==> config.mk <==
export PLATFORM = sky130hd
export DESIGN_NAME = radix_integer_to_ascii
export DESIGN_NICKNAME = d
export VERILOG_FILES = /design/src/rtl/rtoa_pkg.sv /design/src/rtl/rtoa_div.sv /design/src/rtl/radix_integer_to_ascii.sv
export SDC_FILE = /design/constraint.sdc
export NUM_CORES = 1
export LEC_CHECK = 0
export BUFFER_PORTS_ARGS = -buffer_cell sky130_fd_sc_hd__buf_2
export CAP_MARGIN = 15
export CELL_PAD_IN_SITES_DETAIL_PLACEMENT = 0
export CELL_PAD_IN_SITES_GLOBAL_PLACEMENT = 1
export CORE_ASPECT_RATIO = 1.2
export CORE_UTILIZATION = 40
export DETAILED_ROUTE_END_ITERATION = 8
export GPL_ROUTABILITY_DRIVEN = 0
export PLACE_DENSITY = 0.78
export SKIP_CTS_REPAIR_TIMING = 1
export SYNTH_ARGS = -nofsm -noshare
export SYNTH_HDL_FRONTEND = slang
export SYNTH_SLANG_ARGS = --single-unit
==> constraint.sdc <==
create_clock -name clk -period 5.15 [get_ports clk]
set_clock_uncertainty 0.2 [all_clocks]
set_input_delay 1.03 -clock clk [delete_from_list [all_inputs] [get_ports clk]]
set_output_delay 1.03 -clock clk [all_outputs]
set_load 0.02 [all_outputs]
==> src/rtl/rtoa_pkg.sv <==
package rtoa_pkg;

	localparam int BASE_W = 5;
	localparam int NUM_W = 64;
	localparam int CHAR_W = 7;
	localparam int TOTAL_W = 7;
	localparam int SIGNED_W = 32;
	localparam int DIGIT_W = 4;

	localparam logic [BASE_W-1:0] BASE_MIN = 5'd2;
	localparam logic [BASE_W-1:0] BASE_MAX = 5'd16;
	localparam logic [BASE_W-1:0] BASE_DEC = 5'd10;

	localparam logic [CHAR_W-1:0] CHAR_ZERO = 7'h30;
	localparam logic [CHAR_W-1:0] CHAR_UPPER_A = 7'h41;
	localparam logic [CHAR_W-1:0] CHAR_LOWER_A = 7'h61;
	localparam logic [DIGIT_W-1:0] DIGIT_TEN = 4'd10;

	localparam logic OP_UNSIGNED = 1'b0;
	localparam logic OP_SIGNED = 1'b1;

	typedef struct packed {
		logic op;
		logic [NUM_W-1:0] value;
		logic [BASE_W-1:0] base;
		logic uppercase;
	} conv_in_t;

	typedef struct packed {
		logic [CHAR_W-1:0] ascii_digit;
		logic [TOTAL_W-1:0] digit_total;
		logic last;
	} conv_out_t;

	typedef enum logic [1:0] {
		ST_IDLE,
		ST_DIV,
		ST_EMIT
	} conv_state_t;

	function automatic logic [CHAR_W-1:0] digit_char(input logic [DIGIT_W-1:0] d,
		input logic up);
		logic [CHAR_W-1:0] off;
		off = CHAR_W'(d - DIGIT_TEN);
		if (d < DIGIT_TEN) begin
			digit_char = CHAR_ZERO + CHAR_W'(d);
		end else if (up) begin
			digit_char = CHAR_UPPER_A + off;
		end else begin
			digit_char = CHAR_LOWER_A + off;
		end
	endfunction

endpackage

==> src/rtl/rtoa_div.sv <==
module rtoa_div import rtoa_pkg::*; #(
	parameter int DW = 64
) (
	input  logic clk,
	input  logic arst_n,
	input  logic go,
	input  logic [DW-1:0] dividend,
	input  logic [BASE_W-1:0] divisor,
	output logic [DW-1:0] quotient,
	output logic [DIGIT_W-1:0] remainder,
	output logic done
);

	localparam int CW = $clog2(DW);

	logic [DW-1:0] quo_q;
	logic [DIGIT_W-1:0] rem_q;
	logic [CW-1:0] cnt_q;
	logic run_q;
	logic done_q;
	logic [BASE_W-1:0] trial;
	logic [BASE_W-1:0] diff;
	logic fits;

	// one quotient bit per cycle, restoring
	assign trial = {rem_q, quo_q[DW-1]};
	assign fits = trial >= divisor;
	assign diff = trial - divisor;

	always_ff @(posedge clk or negedge arst_n) begin
		if (!arst_n) begin
			run_q <= 1'b0;
			done_q <= 1'b0;
			cnt_q <= '0;
		end else begin
			done_q <= 1'b0;
			if (go) begin
				run_q <= 1'b1;
				cnt_q <= CW'(DW - 1);
			end else if (run_q) begin
				cnt_q <= cnt_q - 1'b1;
				if (cnt_q == '0) begin
					run_q <= 1'b0;
					done_q <= 1'b1;
				end
			end
		end
	end

	always_ff @(posedge clk) begin
		if (go) begin
			quo_q <= dividend;
			rem_q <= '0;
		end else if (run_q) begin
			quo_q <= {quo_q[DW-2:0], fits};
			rem_q <= fits ? diff[DIGIT_W-1:0] : trial[DIGIT_W-1:0];
		end
	end

	assign quotient = quo_q;
	assign remainder = rem_q;
	assign done = done_q;

endmodule

==> src/rtl/radix_integer_to_ascii.sv <==
// channel | signals                  | transfer
// --------+--------------------------+---------------------------------
// input   | start, busy, item        | edge with start high, busy low
// result  | strobe, result           | every edge with strobe high
//
// each digit takes one pass of the shared one-bit-per-cycle divider, which is
// DW = max(VALUE_BITS, 32) bits wide; n digits are then read back from the digit
// store at one per cycle
// busy stays high from the transfer until the final digit has been shown
// reset clears the sequencer and counters; the digit store is not cleared
// results cannot be stalled: each digit is on the result port for one cycle
module radix_integer_to_ascii import rtoa_pkg::*; #(
	parameter int VALUE_BITS = 64
) (
	input  logic clk,
	input  logic arst_n,
	input  logic start,
	output logic busy,
	input  conv_in_t item,
	output logic strobe,
	output conv_out_t result
);

	localparam int DW = (VALUE_BITS > SIGNED_W) ? VALUE_BITS : SIGNED_W;
	localparam int AW = $clog2(DW);

	conv_state_t state_q;
	conv_state_t state_d;

	logic accept;
	logic go;
	logic wr_en;
	logic div_done;
	logic [DW-1:0] quotient;
	logic [DIGIT_W-1:0] remainder;
	logic [DW-1:0] dividend;
	logic [DW-1:0] load_val;
	logic [SIGNED_W-1:0] low_word;
	logic [SIGNED_W-1:0] magnitude;
	logic [BASE_W-1:0] base_sat;
	logic quot_zero;

	logic [BASE_W-1:0] base_q;
	logic upper_q;
	logic [TOTAL_W-1:0] cnt_q;
	logic [AW-1:0] ptr_q;
	logic [DIGIT_W-1:0] rdata_q;
	logic strb_s1;
	logic last_s1;

	logic [DIGIT_W-1:0] digit_mem [DW];

	assign accept = start && !busy;
	assign busy = (state_q != ST_IDLE) || strb_s1;
	assign quot_zero = quotient == '0;

	assign low_word = item.value[SIGNED_W-1:0];
	assign magnitude = low_word[SIGNED_W-1] ? (~low_word + 1'b1) : low_word;
	assign load_val = (item.op == OP_SIGNED) ? DW'(magnitude)
		: DW'(item.value[VALUE_BITS-1:0]);

	always_comb begin
		base_sat = item.base;
		if (item.base < BASE_MIN) begin
			base_sat = BASE_MIN;
		end else if (item.base > BASE_MAX) begin
			base_sat = BASE_MAX;
		end
	end

	always_comb begin
		state_d = state_q;
		case (state_q)
			ST_IDLE: begin
				if (accept) begin
					state_d = ST_DIV;
				end
			end
			ST_DIV: begin
				if (div_done && quot_zero) begin
					state_d = ST_EMIT;
				end
			end
			ST_EMIT: begin
				if (ptr_q == '0) begin
					state_d = ST_IDLE;
				end
			end
			default: state_d = ST_IDLE;
		endcase
	end

	always_comb begin
		go = 1'b0;
		wr_en = 1'b0;
		dividend = quotient;
		case (state_q)
			ST_IDLE: begin
				go = accept;
				dividend = load_val;
			end
			ST_DIV: begin
				wr_en = div_done;
				go = div_done && !quot_zero;
			end
			default: begin
				go = 1'b0;
			end
		endcase
	end

	rtoa_div #(
		.DW(DW)
	) u_div (
		.clk(clk),
		.arst_n(arst_n),
		.go(go),
		.dividend(dividend),
		.divisor(base_q),
		.quotient(quotient),
		.remainder(remainder),
		.done(div_done)
	);

	always_ff @(posedge clk or negedge arst_n) begin
		if (!arst_n) begin
			state_q <= ST_IDLE;
			cnt_q <= '0;
			ptr_q <= '0;
			strb_s1 <= 1'b0;
			last_s1 <= 1'b0;
		end else begin
			state_q <= state_d;
			strb_s1 <= state_q == ST_EMIT;
			last_s1 <= (state_q == ST_EMIT) && (ptr_q == '0);
			if (accept) begin
				cnt_q <= '0;
			end else if (wr_en) begin
				cnt_q <= cnt_q + 1'b1;
				if (quot_zero) begin
					ptr_q <= cnt_q[AW-1:0];
				end
			end else if (state_q == ST_EMIT) begin
				ptr_q <= ptr_q - 1'b1;
			end
		end
	end

	always_ff @(posedge clk) begin
		if (accept) begin
			base_q <= (item.op == OP_SIGNED) ? BASE_DEC : base_sat;
			upper_q <= item.uppercase;
		end
	end

	// digit store, least significant first
	always_ff @(posedge clk) begin
		if (wr_en) begin
			digit_mem[cnt_q[AW-1:0]] <= remainder;
		end
		rdata_q <= digit_mem[ptr_q];
	end

	assign strobe = strb_s1;
	assign result.ascii_digit = digit_char(rdata_q, upper_q);
	assign result.digit_total = cnt_q;
	assign result.last = last_s1;

	a_accept_busy: assert property (@(posedge clk) disable iff (!arst_n)
		accept |=> busy)
		else $error("busy not raised after transfer");

	a_last_ends: assert property (@(posedge clk) disable iff (!arst_n)
		strobe && result.last |=> !strobe)
		else $error("result after final digit");

	a_emit_strobe: assert property (@(posedge clk) disable iff (!arst_n)
		state_q == ST_EMIT |=> strobe)
		else $error("digit read without result strobe");

	a_store_bound: assert property (@(posedge clk) disable iff (!arst_n)
		wr_en |-> cnt_q < TOTAL_W'(DW))
		else $error("digit store overflow");

	a_total_range: assert property (@(posedge clk) disable iff (!arst_n)
		strobe |-> result.digit_total != '0)
		else $error("zero digit count on result");

endmodule

# Word level (Yosys, flattened, before mapping)
# Memories as Yosys holds them, arrays and structs flattened. A register that Yosys moved wholly into a read port is not among the register bits.
# Index checks and enable logic that the tools add are counted.
[classes] add_sub_neg=9 mul=0 n_div=0 magnitude_cmp=4 eq_ne=7 shifts=0 mux=31 bitwise_logic=2 n_reduce_logical=20
[ops] cell="$mux 64" n=4
[ops] cell="$logic_not 64->1" n=1
[ops] cell="$add 32x1->32 const B" n=1
[ops] cell="$mux 32" n=1
[ops] cell="$not 32->32" n=1
[ops] cell="$mux 6" n=5
[ops] cell="$mux 7" n=4
[ops] cell="$logic_not 6->1" n=2
[ops] cell="$sub 6x1->6 const B" n=2
[ops] cell="$mux 1" n=9
[ops] cell="$mux 4" n=2
[ops] cell="$reduce_bool 2->1" n=4
[ops] cell="$add 6x4->7 const A" n=1
[ops] cell="$add 6x5->7 const A" n=1
[ops] cell="$add 7x1->7 const B" n=1
[ops] cell="$add 7x7->7 const A" n=1
[ops] cell="$mux 2" n=3
[ops] cell="$ne 2x2->1 const B" n=3
[ops] cell="$pmux 2 s3" n=1
[ops] cell="$reduce_and 3->1" n=2
[ops] cell="$ge 5x5->1" n=1
[ops] cell="$gt 5x5->1 const B" n=1
[ops] cell="$lt 5x2->1 const B" n=1
[ops] cell="$mux 5" n=1
[ops] cell="15 further kinds" n=20
[totals] reg_bits=99 latch_bits=0 ram_bits=256 romBits=0 in_bits=74 out_inout_bits=17 word_cells=88 memories=1
[memory_table] memory="digit_mem" words=64 word_bits=4 rd=1 rd_clocked_by_memory_dff=1 write_ports=1 line="radix_integer_to_ascii.sv:51" rtl="logic [DIGIT_W-1:0] digit_mem [DW];"

# Logic depth before layout (Yosys ltp)
# Gate-level depths: netlist (run 1).
[depth] ltp_word=7 depth_mapped=9

# Cells and area by module
# Synthesis (run 1) repeated with hierarchy kept, for this count alone.
[hier_totals] hier_cells=1193 area_unflattened_um2=16681.0
[modules_own_cells] module="radix_integer_to_ascii" n_inst=1 cells_per_inst=977 area_each_um2=13240.2 seq_area_each_um2=8373.0
[modules_own_cells] module="rtoa_div" n_inst=1 cells_per_inst=216 area_each_um2=3440.8 seq_area_each_um2=2202.1

# Worst setup path after synthesis (run 1)
# No wires, ideal clock.
[synth_path] path_type="input port to flip-flop" from="input port start" to="register u_div.quo_q[0] (netlist: u_div.quotient[0]) (enable)" setup_time_ps=507 t_arrival_ps=4824 required_ps=4443 setup_slack_ps=-382 cell_stages=5 path_buffers=1 path_cell_list="inv_1 -> nor2_1 -> buf_1 -> nor2_1 -> a21oi_1"
[synth_via] elab_chain_cells=4 word_cells_on_any_way=5 cone_classes="eq/ne (1); mux (1); reduce/logical (3)"
[synth_rtl] element="start, declared" line="radix_integer_to_ascii.sv:17" rtl="input logic start,"
[synth_rtl] element="$logic_and 1x1->1 *" line="radix_integer_to_ascii.sv:53" rtl="assign accept = start && !busy;"
[synth_rtl] element="$pmux 1 s2 *" line="radix_integer_to_ascii.sv:97" rtl="case (state_q)"
[synth_rtl] element="$ne 2x1->1 (no source line) / $reduce_bool 2->1 (equally long branches)"
[synth_rtl] element="$reduce_and 2->1 (no source line) *"
[synth_rtl] element="end signal, assigned" line="rtoa_div.sv:52" rtl="quo_q <= dividend;"
[synth_rtl] element="end signal, assigned" line="rtoa_div.sv:55" rtl="quo_q <= {quo_q[DW-2:0], fits};"
[synth_rtl] element="end, declared" line="rtoa_div.sv:16" rtl="logic [DW-1:0] quo_q;"
# Every way passes the cells marked *; elsewhere a longest branch is shown, timed or not.
# A chain may end at the register's enable or synchronous reset.

# Worst setup path in the final report (run 1)
[layout_path] from="register u_div.quo_q[53] (netlist: u_div.quotient[53])" to="register u_div.quo_q[61] (netlist: u_div.quotient[61]) (data pin)"
[layout_via] elab_chain_cells=5
[layout_rtl] element="$logic_not 64->1" line="radix_integer_to_ascii.sv:55" rtl="assign quot_zero = quotient == '0;"
[layout_rtl] element="$logic_not 1->1" line="radix_integer_to_ascii.sv:104" rtl="go = div_done && !quot_zero;"
[layout_rtl] element="$logic_and 1x1->1" line="radix_integer_to_ascii.sv:104"
[layout_rtl] element="$pmux 1 s2" line="radix_integer_to_ascii.sv:97"
[layout_rtl] element="$mux 64" line="rtoa_div.sv:51" rtl="if (go) begin"
# No other way between the ends.

==> results.md, run 1 <==
- The final number of max-transition violations is 0.
- Entering global routing, the biggest net connects 67 pins.
- The worst setup path is captured at a flop.
- Cells fill 46.2% of the core in the end.
- Measured along the x axis, the die boundary spans 185 microns.
- The clock transition at the register clock pins on the worst setup and hold paths after CTS is 60 ps.
- The total global routing overflow is 0.
- The proportion of synthesized flip-flops having asynchronous set or reset is between 6 and 7%.
- In this run the deepest clock path goes through 3 buffers.
- The total vias in the final route is 9,364.
- In this run the cell area of the synthesized design comes to 16,100 sq um.
- The netlist uses 65 different library cells.
- The final routed wirelength across all metal layers is 35,300 microns.
- The critical path data required time is 5220 ps.
- The path depth of the worst reg2reg path is 6.
- In the finished design, the share of the clock period the worst path needs comes to 69.4%.
- The total length of routed met2 wires is 18,100 microns.
- The area of the core region is 39,700 sq um.
- The uppermost layer routed is met4.
- Counting flops with a built-in enable in the synthesized netlist gives roughly 330.
- The via count of the first global-routing pass came to 9,629.
- The number of antenna diodes in the final layout is 0.
- The critical path startpoint category is a flop.
- The critical path start-end classification is reg2reg.
- The endpoint of the most critical register-to-register path is u_div.quotient[61].
- In this run the clock root is driven by a sky130_fd_sc_hd__clkbuf_16.
- The initial utilization of the core area, before any placement, comes to 40.6%.
- In this run the critical register-to-register path is launched from u_div.quotient[53].
- The met1 wire length is roughly 14,000 microns.
- The worst path in the final design needs a cycle of 3570 ps, including I/O delays and setup.
- The number of nets in the synthesized netlist is approximately 1,200.
- The kind of path behind the tightest hold check is in2async.
- The wire length on met3 is 2040 microns.
- TritonCTS built the clock tree.
- The largest voltage drop on the vdd net is 251 uV.
- The average instance in the mapped netlist occupies 15.1 sq um.
- Setup violations remaining at the end of the flow were counted as 0.
- In the routed design, unresolved DRC markers number 0.
- The worst pin sits at a relative slew slack of 27.6%.
- The number of endpoints with negative hold slack in the final report came to 0.
- During synthesis, Yosys emitted a total of 0 warnings.
- The flow ran to the end, and the final reports show no timing, DRC or antenna violations.
- At the pin with the least slew margin, the transition time is 1080 ps.
- The tool flagged a number of max-cap violations equal to 0.
- In the routed layout, each cell is associated on average with a via count of 5.47.
- In the final routed layout, each cell accounts on average for 20.6 microns.
- Of the synthesized area, sequential elements account for 65.5%.
- From bottom edge to top edge, the die measures 222 microns.
- After routing, the total negative slack on setup checks comes to 0 ps.
- The first-pass GRT wire length is roughly 55,000 microns.
- The leakage power summed over all cells is 6.12 nW.
- The internal reg-to-reg setup slack is 1580 ps.
- Compared with the post-synthesis result, the final layout area differs by 13.7%.
- The tree built by TritonCTS fans out to 359 sinks.
- During placement, the flow inserted port buffers numbering 90.
- Detailed placement finished with a half-perimeter wire length of 23,600 microns.
- Along the worst path, the maximum fanout reaches 63.
- The number of cells produced by synthesis is approximately 1,100.
- The number of ports placed on the die boundary is 91.
- In this run the core area contains 80 standard-cell rows.
- The remaining number of nets flagged by the antenna check after routing is 0.
- The die covers 41,200 sq um.
- The final net count is 1,241.
- The latest clock arrival within the worst-skew pair is 540 ps.
- Across every metal layer, demand over resource in global routing totals approximately 18%.
- Cells with a size suffix above 1 make up approximately a quarter of the layout.
- The number of DRC markers in iteration 0 is 758.
- Counting flops and latches in the post-synthesis netlist gives 359.
- Based on the critical path, the design can be clocked at up to 0.280 GHz.
- The power density relative to cell area is around 450 nW/um^2.
- The flip-flop cell with the highest count after synthesis is sky130_fd_sc_hd__edfxtp_1.
- The maximum level of the CTS H-tree is 2.
- The first detailed-routing pass took 5 iterations.
- The initial antenna violation count is 0.
- Buffers inserted during clock tree synthesis total 37.
- Setup repair after global routing left no endpoint under its margin.
- The worst path arrival time is 3640 ps.
-- logic make-up (layout without fill, tap and decap cells) --
family,count (synthesis),count (layout),synth area share [%]
muxes,142,142,14.0
adders and majority gates,16,16,1.29
buffers and inverters,89,197,2.33
and+or+nand+nor,307,307,9.63
AOI/OAI and AO/OA,116,116,4.92
DFF,359,359,65.5
xor gates and xnor gates,43,43,2.33
-- layout make-up --
| cell class | instances | area [sq um] |
|---|---|---|
| Sequential cell | 359 | 10600 |
| Inverter | 27 | 101 |
| Tap cell | 533 | 667 |
| Multi-Input combinational cell | 624 | 5210 |
| Clock buffer | 57 | 1090 |
| Timing Repair Buffer | 102 | 566 |
| Clock inverter | 11 | 136 |
| Fill cell | 3491 | 21400 |
-- placed cells by master, fill, tap and decap left out, types with 4 or more instances in the layout --
master / n
sky130_fd_sc_hd__a41oi_1: 5
sky130_fd_sc_hd__or3_1: 9
sky130_fd_sc_hd__buf_2: 90
sky130_fd_sc_hd__inv_1: 27
sky130_fd_sc_hd__nor4_1: 24
sky130_fd_sc_hd__mux4_2: 57
sky130_fd_sc_hd__mux2_2: 50
sky130_fd_sc_hd__and2_1: 5
sky130_fd_sc_hd__nor2_1: 97
sky130_fd_sc_hd__dfrtp_1: 23
sky130_fd_sc_hd__buf_4: 10
sky130_fd_sc_hd__a211oi_1: 5
sky130_fd_sc_hd__ha_1: 15
sky130_fd_sc_hd__edfxtp_1: 326
sky130_fd_sc_hd__clkbuf_8: 9
sky130_fd_sc_hd__nand4_1: 8
sky130_fd_sc_hd__nor2b_1: 39
sky130_fd_sc_hd__a2111oi_0: 4
sky130_fd_sc_hd__xnor2_1: 18
sky130_fd_sc_hd__mux2_1: 5
sky130_fd_sc_hd__nand3b_1: 5
sky130_fd_sc_hd__clkbuf_16: 37
sky130_fd_sc_hd__xor2_1: 25
sky130_fd_sc_hd__or4_1: 5
sky130_fd_sc_hd__nand2_1: 52
sky130_fd_sc_hd__a22oi_1: 11
sky130_fd_sc_hd__mux2i_1: 19
sky130_fd_sc_hd__o21ai_0: 18
sky130_fd_sc_hd__mux2_4: 11
sky130_fd_sc_hd__nand3_1: 18
sky130_fd_sc_hd__clkbuf_1: 11
sky130_fd_sc_hd__a21oi_1: 24
sky130_fd_sc_hd__nor3_1: 19
sky130_fd_sc_hd__dfxtp_1: 4
sky130_fd_sc_hd__dfxtp_2: 4
sky130_fd_sc_hd__a31oi_1: 10
sky130_fd_sc_hd__o211ai_1: 10
sky130_fd_sc_hd__nand2b_1: 10
-- layer usage --
metal,track usage (%),vias to the layer above
li1,-,4303
met1,22.8,4716
met2,30.6,293
met3,2.94,52
met4,5.17,0
met5,0,-
-- critical path: stages, from the launching register on --
cell and delay, ps:
sky130_fd_sc_hd__edfxtp_1 400, sky130_fd_sc_hd__nor4_1 470, sky130_fd_sc_hd__nand4_1 230, sky130_fd_sc_hd__or4_1 820
sky130_fd_sc_hd__a21o_2 350, sky130_fd_sc_hd__buf_4 370, sky130_fd_sc_hd__mux2_1 430
-- state kept, by name, summed over array words and instances, names as in the netlist --
| signal | cells |
|---|---|
| digit_mem | 256 |
| last_s1 | 1 |
| ptr_q | 6 |
| u_div.run_q | 1 |
| state_q | 2 |
| u_div.done | 1 |
| u_div.cnt_q | 6 |
| u_div.quotient | 64 |
| upper_q | 1 |
| strobe | 1 |
| rdata_q | 4 |
| u_div.remainder | 4 |
| cnt_q | 7 |
| base_q | 5 |
-- synthesized netlist by cell type, types with 3 or more instances --
cell	number	share of area [%]
sky130_fd_sc_hd__nor2b_1	39	1.5
sky130_fd_sc_hd__or3_1	9	0.35
sky130_fd_sc_hd__o21a_1	3	0.14
sky130_fd_sc_hd__o211ai_1	10	0.47
sky130_fd_sc_hd__a22oi_1	11	0.51
sky130_fd_sc_hd__nand4_1	8	0.31
sky130_fd_sc_hd__mux2_2	50	3.5
sky130_fd_sc_hd__nand3b_1	5	0.23
sky130_fd_sc_hd__mux2i_1	19	1.2
sky130_fd_sc_hd__edfxtp_1	326	61
sky130_fd_sc_hd__nand2_1	52	1.2
sky130_fd_sc_hd__or4_1	5	0.23
sky130_fd_sc_hd__nand2b_1	10	0.39
sky130_fd_sc_hd__nor3b_1	3	0.14
sky130_fd_sc_hd__or4_4	3	0.21
sky130_fd_sc_hd__buf_2	13	0.40
sky130_fd_sc_hd__a2111oi_0	4	0.22
sky130_fd_sc_hd__dfrtp_1	25	3.9
sky130_fd_sc_hd__and2_1	5	0.19
sky130_fd_sc_hd__mux2_1	5	0.35
sky130_fd_sc_hd__nor2_1	98	2.3
sky130_fd_sc_hd__clkbuf_1	39	0.91
sky130_fd_sc_hd__o31ai_1	3	0.14
sky130_fd_sc_hd__a211oi_1	5	0.23
sky130_fd_sc_hd__buf_6	3	0.21
sky130_fd_sc_hd__inv_1	27	0.63
sky130_fd_sc_hd__o21ai_0	18	0.56
sky130_fd_sc_hd__a41oi_1	5	0.27
sky130_fd_sc_hd__nor3_1	19	0.59
sky130_fd_sc_hd__xor2_1	25	1.4
sky130_fd_sc_hd__a31oi_1	10	0.39
sky130_fd_sc_hd__nand3_1	18	0.56
sky130_fd_sc_hd__mux2_4	11	1.0
sky130_fd_sc_hd__a21oi_1	25	0.78
sky130_fd_sc_hd__mux4_2	57	8.0
sky130_fd_sc_hd__dfxtp_1	8	0.99
sky130_fd_sc_hd__ha_1	15	1.2
sky130_fd_sc_hd__nor4_1	24	0.93
sky130_fd_sc_hd__a21o_1	3	0.14
sky130_fd_sc_hd__xnor2_1	18	0.98
sky130_fd_sc_hd__buf_1	6	0.14
-- metrics by stage --
stage	cells	power [W]	cell area, sq um	hold slack [ps]	setup slack, ps
after floorplan	1072	0.00510	16100	284	1040
after detailed placement	1644	0.00560	17100	309	1580
after CTS	1712	0.00828	18300	323	1560
after global placement	1644	0.00554	17100	310	1610
after global routing	1713	0.00857	18400	351	1460
final	1713	0.00824	18400	314	1580
-- power by group --
| group | internal [W] | switching [W] | leakage, nW |
|---|---|---|---|
| sequential | 0.00398 | 0.000312 | 3.39 |
| combinational | 0.000485 | 0.000769 | 2.13 |
| clock | 0.00158 | 0.00111 | 0.597 |
| total | 0.00604 | 0.00219 | 6.12 |
-- worst max-delay path by stage --
stage               cells past startpoint               start                 end  slack (ps)
global placement                        6  u_div.quotient[53]  u_div.quotient[58]        1610
CTS                                     6  u_div.quotient[53]  u_div.quotient[61]        1560
floorplan                               5               start   u_div.quotient[0]        1040
global route                            6  u_div.quotient[54]  u_div.quotient[61]        1460
finish                                  6  u_div.quotient[53]  u_div.quotient[61]        1580
detailed placement                      6  u_div.quotient[53]  u_div.quotient[61]        1580
No activity file was read; power rests on OpenSTA's default activity.
==> run 2, diff against run 1 <==
ABC_AREA = 1   (was default)
PLACE_DENSITY = 0.79   (was 0.78)
clock period = 3.4 ns   (was 5.15 ns; I/O delays follow)
==> run 2 against run 1 <==
Synthesized cell count rose by 64%. Critical path depth rose by 3. Utilization barely moved. Die area rose by 3.7%. Combinational power fell by 86%. First-iteration DRC count rose by 26%. Sequential power rose by 11%. Critical path type is now reg2out. Critical endpoint is now result[13].
==> results.md, run 2 <==
- The flow ran to the end, and the final reports show no timing, DRC or antenna violations.
- In the post-synthesis netlist, the biggest area contributors are sky130_fd_sc_hd__edfxtp_1, sky130_fd_sc_hd__nand2_1, sky130_fd_sc_hd__nor2_1.
- The critical path start-end classification is reg2out.
- After floorplanning, the core was divided into slightly above 80 placement rows.
- The power density relative to cell area is approximately 480 nW/um^2.
- The area of the core region is 41,000 sq um.
- For this design the static power due to leakage is 7.49 nW.
- The capturing element type of the critical path is an output pin.
- Global routing consumed, over all layers together, 19.4% of the routing resources.
- On the critical path the largest part of the delay comes from adder cells.
- The flip-flop cell with the highest count after synthesis is sky130_fd_sc_hd__edfxtp_1.
- The via count of the first global-routing pass was 12,066.
- The die covers 42,700 sq um.
- The die span in x is between 150 and 200 microns.
- The highest layer touched by signal routing is met4.
- At the pin with the least slew margin, the transition time is 922 ps.
- The routed design uses 19,700 microns of met2 wire.
- The flip-flop count of the largest register, all copies and words added is approximately 260.
- The initial antenna violation count is 0.
- The start point of the critical path is rdata_q[2].
- In the routed design, unresolved DRC markers number 0.
- In this run the worst path has a maximum fanout of 3.
- Traced cell by cell, the critical path runs through inv_1, ha_1, inv_1, ha_1, nand3_1, nand2_1, a21oi_1, o21ai_0, buf_2.
- Data on the critical path is required at its endpoint by around 2500 ps.
- The post-layout minimum cycle time is just under 3000 ps.
- The largest voltage drop on the vdd net is ~400 uV.
- Headroom to the max-slew limit came out at 38.5%.
- The aggregate negative setup slack is 0 ps.
- For the worst flop-to-flop path, the logic depth is 10.
- The capture point of the worst path is result[13].
- Entering global routing, the biggest net connects 131 pins.
- TritonCTS built the clock tree.
- The latest clock arrival within the worst-skew pair is 540 ps.
- The final number of max-transition violations is 0.
- The final net count is 1,923.
- The cell accounting for the most synthesized area is sky130_fd_sc_hd__edfxtp_1.
- The number of max-cap violations is 0.
- The number of endpoints with negative hold slack in the final report came to 0.
- For this block, the initial DRC count from the detailed router was 955.
- The HPWL after detailed placement is between 20,000 and 30,000 microns.
- After detailed routing, the number of vias per cell comes to 5.13.
- The count of buffers added on input and output ports is 90.
- Buffers inserted during clock tree synthesis total 39.
- Together, buffers and inverters on the worst path number 3.
- The sequential share of the synthesized area is 63.1%.
- The critical path startpoint category is a flop.
- The number of cells on the critical path is 9.
- In the synthesized netlist the async set-or-reset flop fraction comes to under 10%.
- Setup repair after global routing left no endpoint under its margin.
- The final number of setup-violating endpoints is 0.
- Counting instances in the post-synthesis netlist gives the leading cell types as sky130_fd_sc_hd__nand2_1, sky130_fd_sc_hd__edfxtp_1, sky130_fd_sc_hd__nor2_1, sky130_fd_sc_hd__nand3_1, sky130_fd_sc_hd__o21ai_0.
- The wire length per cell after detailed routing is 17.0 microns.
- The kind of path behind the tightest hold check is in2reg.
- The post-route clock period utilization is between 80% and 90%.
- The master of the slowest instance on the critical path is sky130_fd_sc_hd__dfxtp_1.
- The die is 226 microns tall.
- The post-synth design cell area is 16,800 sq um.
- Synthesis handed over a netlist of 1,758 instances.
- The H-tree was split into 2 levels.
- In the final routing, the length of wire on met1 measures 17,500 microns.
- Across all layers, the routed design uses 12,313 vias.
- Synthesis produced a netlist with a net count of 1,848.
- Yosys mapped the design onto 36 distinct sky130hd cell types.
- Cells fill 46.2% of the core in the end.
- The buffer depth of the longest clock path is 3.
- The endpoint identified for the worst register-to-register timing path is u_div.quotient[0].
- The ratio of cells with drive above 1 in the final layout is 9.82%.
- The clock transition at the register clock pins on the worst setup and hold paths after CTS is 60 ps.
- The first-pass GRT wire length is 64,800 microns.
- For this run, the detailed router's first-pass iteration total came to 5.
- The count of antenna diodes in the layout is 0.
- Averaged over all synthesized cells, the footprint is 9.53 sq um.
- The final hold slack is 117 ps.
- The origin of the critical flop-to-flop path is u_div.quotient[10].
- The largest single stage delay on the critical path is 410 ps.
- The cell with the most instances after synthesis is sky130_fd_sc_hd__nand2_1.
- In this run the remaining antenna-violating nets after routing total 0.
- The Yosys step of the flow raised 0 warnings.
- The CTS root buffer is sky130_fd_sc_hd__clkbuf_16.
- The number of ports placed on the die boundary is 91.
- STA puts the critical path data arrival time at 2090 ps.
- Static timing analysis puts the maximum clock frequency at 0.337 GHz.
- The wire length on met3 is 2250 microns.
- The number of clock sinks seen by CTS is 359.
- The area share of the largest cell type after synthesis is 58.4%.
- For this block, the routed nets add up to 40,800 microns of wire.
- The internal reg-to-reg setup slack is 820 ps.
- In the layout the commonest cells are sky130_fd_sc_hd__nand2_1, sky130_fd_sc_hd__edfxtp_1, sky130_fd_sc_hd__nor2_1, sky130_fd_sc_hd__nand3_1, sky130_fd_sc_hd__o21ai_0.
- From synthesis to final layout, the design area changed by 13.2%.
- The total global routing overflow is 0.
- The library cell used most frequently in the layout, excluding fill and tap cells, is sky130_fd_sc_hd__nand2_1.
- In this run, synthesis produced a sequential element count of about 360.
- Once the floorplan was initialized, standard cells occupied about two fifths of the core.
- Yosys mapped a number of flops with a built-in enable equal to 326.
-- run 2: cell count changes in the layout (fill, tap and decap cells not counted), sizes merged, moves of 11 or more --
cell   previous run  this run
inv              30        95
a22oi            11         0
nor2b            39         0
mux4             57         0
nor3             19         5
nor2             98       319
nor4             25         1
xor2             25        13
mux2i            19         0
mux2             66         0
buf             102       113
nand2            52       483
o21ai            19       165
nand3            18       166
-- run 2: worst min-delay path by stage --
stage | start | endpoint | depth (start not counted)
global route | item[0] | upper_q | 1
global placement | u_div.cnt_q[0] | u_div.cnt_q[0] | 2
floorplan | arst_n | cnt_q[0] | 0
detailed placement | u_div.cnt_q[0] | u_div.cnt_q[0] | 2
finish | item[0] | upper_q | 1
CTS | arst_n | u_div.cnt_q[4] | 1
-- run 2: cell families after synthesis --
family | synth area share, %
AOI/OAI and AO/OA | 5.97
xor gates and xnor gates | 1.20
adders and majority gates | 1.24
buffers and inverters | 4.69
DFF | 63.1
and+or+nand+nor | 23.8
-- run 2: per-layer routing --
metal  global-route usage, %  vias to the layer above
li1                        -                     6042
met4                    7.83                        0
met3                    3.50                       70
met2                    32.7                      353
met1                    24.6                     5848
met5                       0                        -
-- run 2: report_power, final --
group	internal (W)	switching, W	total [W]
logic	0.0000677	0.000106	0.000174
clock network	0.00250	0.00166	0.00416
registers	0.00475	0	0.00475
total	0.00731	0.00177	0.00908
-- run 2: layout make-up --
class | instances | area (sq um)
timing repair buffer | 114 | 671
inverter | 99 | 373
multi-input combinational | 1220 | 5410
fill | 3924 | 22100
sequential | 359 | 10600
tap | 539 | 674
clock buffer | 61 | 1120
clock inverter | 10 | 131
-- run 2: stage by stage --
| step | power, W | std cells | area (sq um) | setup slack [ps] |
|---|---|---|---|---|
| floorplan | 0.00492 | 1758 | 16800 | 436 |
| detailed placement | 0.00501 | 2330 | 17700 | 765 |
| finish | 0.00908 | 2402 | 19000 | 430 |
| CTS | 0.00915 | 2401 | 19000 | 383 |
| global route | 0.00933 | 2402 | 19000 | 275 |
| global placement | 0.00501 | 2330 | 17700 | 754 |
==> run 3, diff against run 2 <==
RECOVER_POWER = 50   (was default)
==> run 3 against run 2 <==
The flow now finishes with violations (capacitance limit, slew limit). Global-route usage stayed put. Final cell count unchanged. Clock power hardly changed. Hold slack improved by 2.8 ps. Sequential cell count did not move. Via count fell by 0.17%. Non-clock buffer count unchanged. Count of clock-buffer cells in the layout unchanged. Combinational power about the same. Total power about the same.
==> results.md, run 3 (synthesis gave the netlist of run 2 again) <==
- The leakage power summed over all cells is roughly 7.4 nW.
- The CTS tree is yes.
- The critical path start-end classification is reg2out.
- The wire length per cell after detailed routing is 17.0 microns.
- The startpoint identified for the worst hold timing path is item[0].
- The aggregate negative setup slack is 0 ps.
- The core region is 41,000 sq um.
- The clock transition at the register clock pins on the worst setup and hold paths after CTS is 60 ps.
- In the final layout, the share of cells above drive strength 1 is 8.53%.
- The maximum level of the CTS H-tree is 2.
- The detailed router finished its first iteration with 1,044 violations.
- The latest clock arrival within the worst-skew pair is 530 ps.
- Of the available clock period, the critical path in the final layout requires about 90%.
- The register with the most flip-flops in the layout has 256 of them.
- After detailed routing, the total wire length is 40,700 microns.
- STA puts the critical path data arrival time at 2100 ps.
- The initial antenna violation count is 0.
- The critical path startpoint category is a flop.
- The largest voltage drop on the vdd net is 399 uV.
- The post-placement cell count is approximately 2,300.
- The clock passes through at most 3 buffers.
- The worst hold path cell count is 1.
- Setup repair after global routing left no endpoint under its margin.
- The critical path data required time is 2520 ps.
- At the pin with the least slew margin, the transition time is ~1500 ps.
- The checks that failed: capacitance limit, slew limit.
- The die height is 226 microns.
- The final number of max-transition violations is 67.
- Entering global routing, the biggest net connects 131 pins.
- After global routing the overflow that remains totals 0.
- Global routing used 19.4% of the available tracks.
- The endpoint of the most critical register-to-register path is rdata_q[0].
- The post-layout minimum cycle time is 2980 ps.
- The initial standard-cell utilization of the core is 40.8%.
- The site row count is 81.
- The via count of the first global-routing pass came to between 10,000 and 15,000.
- Summing over every cut layer, the via total after detailed routing is approximately 12,000.
- The total CTS buffers is 39.
- The worst register-to-register path has a depth of 8.
- In this run the tool buffered the top-level ports with 90 buffer cells.
- The layout has 3,942 filler cells.
- The origin of the critical flop-to-flop path is ptr_q[0].
- The most frequent standard cell in the layout excluding fill and tap cells is sky130_fd_sc_hd__nand2_1.
- For this run, design rule violations remaining after detail routing come to 0.
- The worst relative slew slack is -3.01%.
- The first global-routing pass estimated 64,800 microns of wire.
- The maximum clock frequency is 0.336 GHz.
- The number of max-cap violations is 1.
- The HPWL after detailed placement is 26,500 microns.
- The worst setup path is captured at an output pin.
- The final number of setup-violating endpoints is 0.
- The tree built by TritonCTS fans out to 359 sinks.
- The tree is rooted in a sky130_fd_sc_hd__clkbuf_16.
- The finished layout holds 2,402 standard cells, fillers aside.
- The power density relative to cell area is 480 nW/um^2.
- In the layout the commonest cells are sky130_fd_sc_hd__nand2_1, sky130_fd_sc_hd__edfxtp_1, sky130_fd_sc_hd__nor2_1, sky130_fd_sc_hd__nand3_1, sky130_fd_sc_hd__o21ai_0.
- The count of antenna diodes in the layout is 0.
- The worst hold path belongs to the class in2reg.
- The per-cell via count in the routed design is 5.12.
- The largest fanout of any net on the critical path is 3.
- The first detailed-routing pass took 5 iterations.
- The final layout contains 1,923 nets.
- 91 I/O pins were placed.
- The number of endpoints with negative hold slack in the final report is 0.
- The count of nets left with antenna violations once routing finished came out at 0.
- From left edge to right edge, the die measures 189 microns.
- The internal reg-to-reg setup slack is 530 ps.
- The run finished, with violations left.
- Compared with the post-synthesis result, the final layout area differs by 12.8%.
- The floorplan step defined a die boundary enclosing 42,700 sq um.
- Cells fill around 46% of the core in the end.
- For hold timing, the worst endpoint is upper_q.
-- run 3: cell types whose count changed in the layout (fill, tap and decap cells not counted), sizes merged --
cell | previous run | this run
buf | 113 | 91
clkbuf | 61 | 83
clkinv | 10 | 9
clkinvlp | 1 | 2
-- run 3: how the worst max path moves through the flow --
stage	start	slack [ps]	end
2_1_floorplan	start	440	u_div.quotient[0]
3_3_place_gp	u_div.quotient[10]	750	u_div.quotient[0]
3_5_place_dp	u_div.quotient[10]	770	u_div.quotient[0]
4_1_cts	rdata_q[1]	380	result[13]
5_1_grt	rdata_q[1]	270	result[13]
6_report	rdata_q[2]	420	result[13]
-- run 3: metrics by stage --
step                      setup WS [ps]  total power [W]  area (sq um)  hold slack (ps)
after floorplan                     436          0.00492         16800              184
after global placement              754          0.00501         17700              281
after detailed placement            765          0.00501         17700              284
after CTS                           383          0.00915         19000            -53.7
after global routing                275          0.00933         18900              104
final                               425          0.00908         18900              120
-- run 3: area by class of cell --
class	count	area (sq um)	share of cell area, %
Tap cell	539	674	3.57
Inverter	99	373	1.97
Multi-Input combinational cell	1220	5390	28.5
Sequential cell	359	10600	56.0
Clock buffer	61	1120	5.93
Clock inverter	10	131	0.695
Timing Repair Buffer	114	624	3.30
-- run 3: worst max-delay path, stage by stage (launching register included) --
cell,delay (ps)
sky130_fd_sc_hd__dfxtp_1,410
sky130_fd_sc_hd__inv_1,120
sky130_fd_sc_hd__ha_1,190
sky130_fd_sc_hd__inv_1,60
sky130_fd_sc_hd__ha_1,250
sky130_fd_sc_hd__nand3_1,100
sky130_fd_sc_hd__nand2_1,70
sky130_fd_sc_hd__a21oi_1,130
sky130_fd_sc_hd__o21ai_0,80
sky130_fd_sc_hd__buf_2,160
-- run 3: where the power goes --
group | switching, W | internal [W]
clock | 0.00166 | 0.00250
sequential | 0 | 0.00475
combinational | 0.000106 | 0.0000670
total | 0.00177 | 0.00731
-- run 3: per-layer routing --
| layer | wire length [microns] | up-vias | global-route usage [%] | share of wire (%) |
|---|---|---|---|---|
| li1 | - | 6047 | - | - |
| met1 | 17600 | 5825 | 24.6 | 43 |
| met2 | 19500 | 350 | 32.7 | 48 |
| met3 | 2240 | 70 | 3.50 | 5.5 |
| met4 | 1390 | 0 | 7.83 | 3.4 |
| met5 | 0 | - | 0 | 0 |
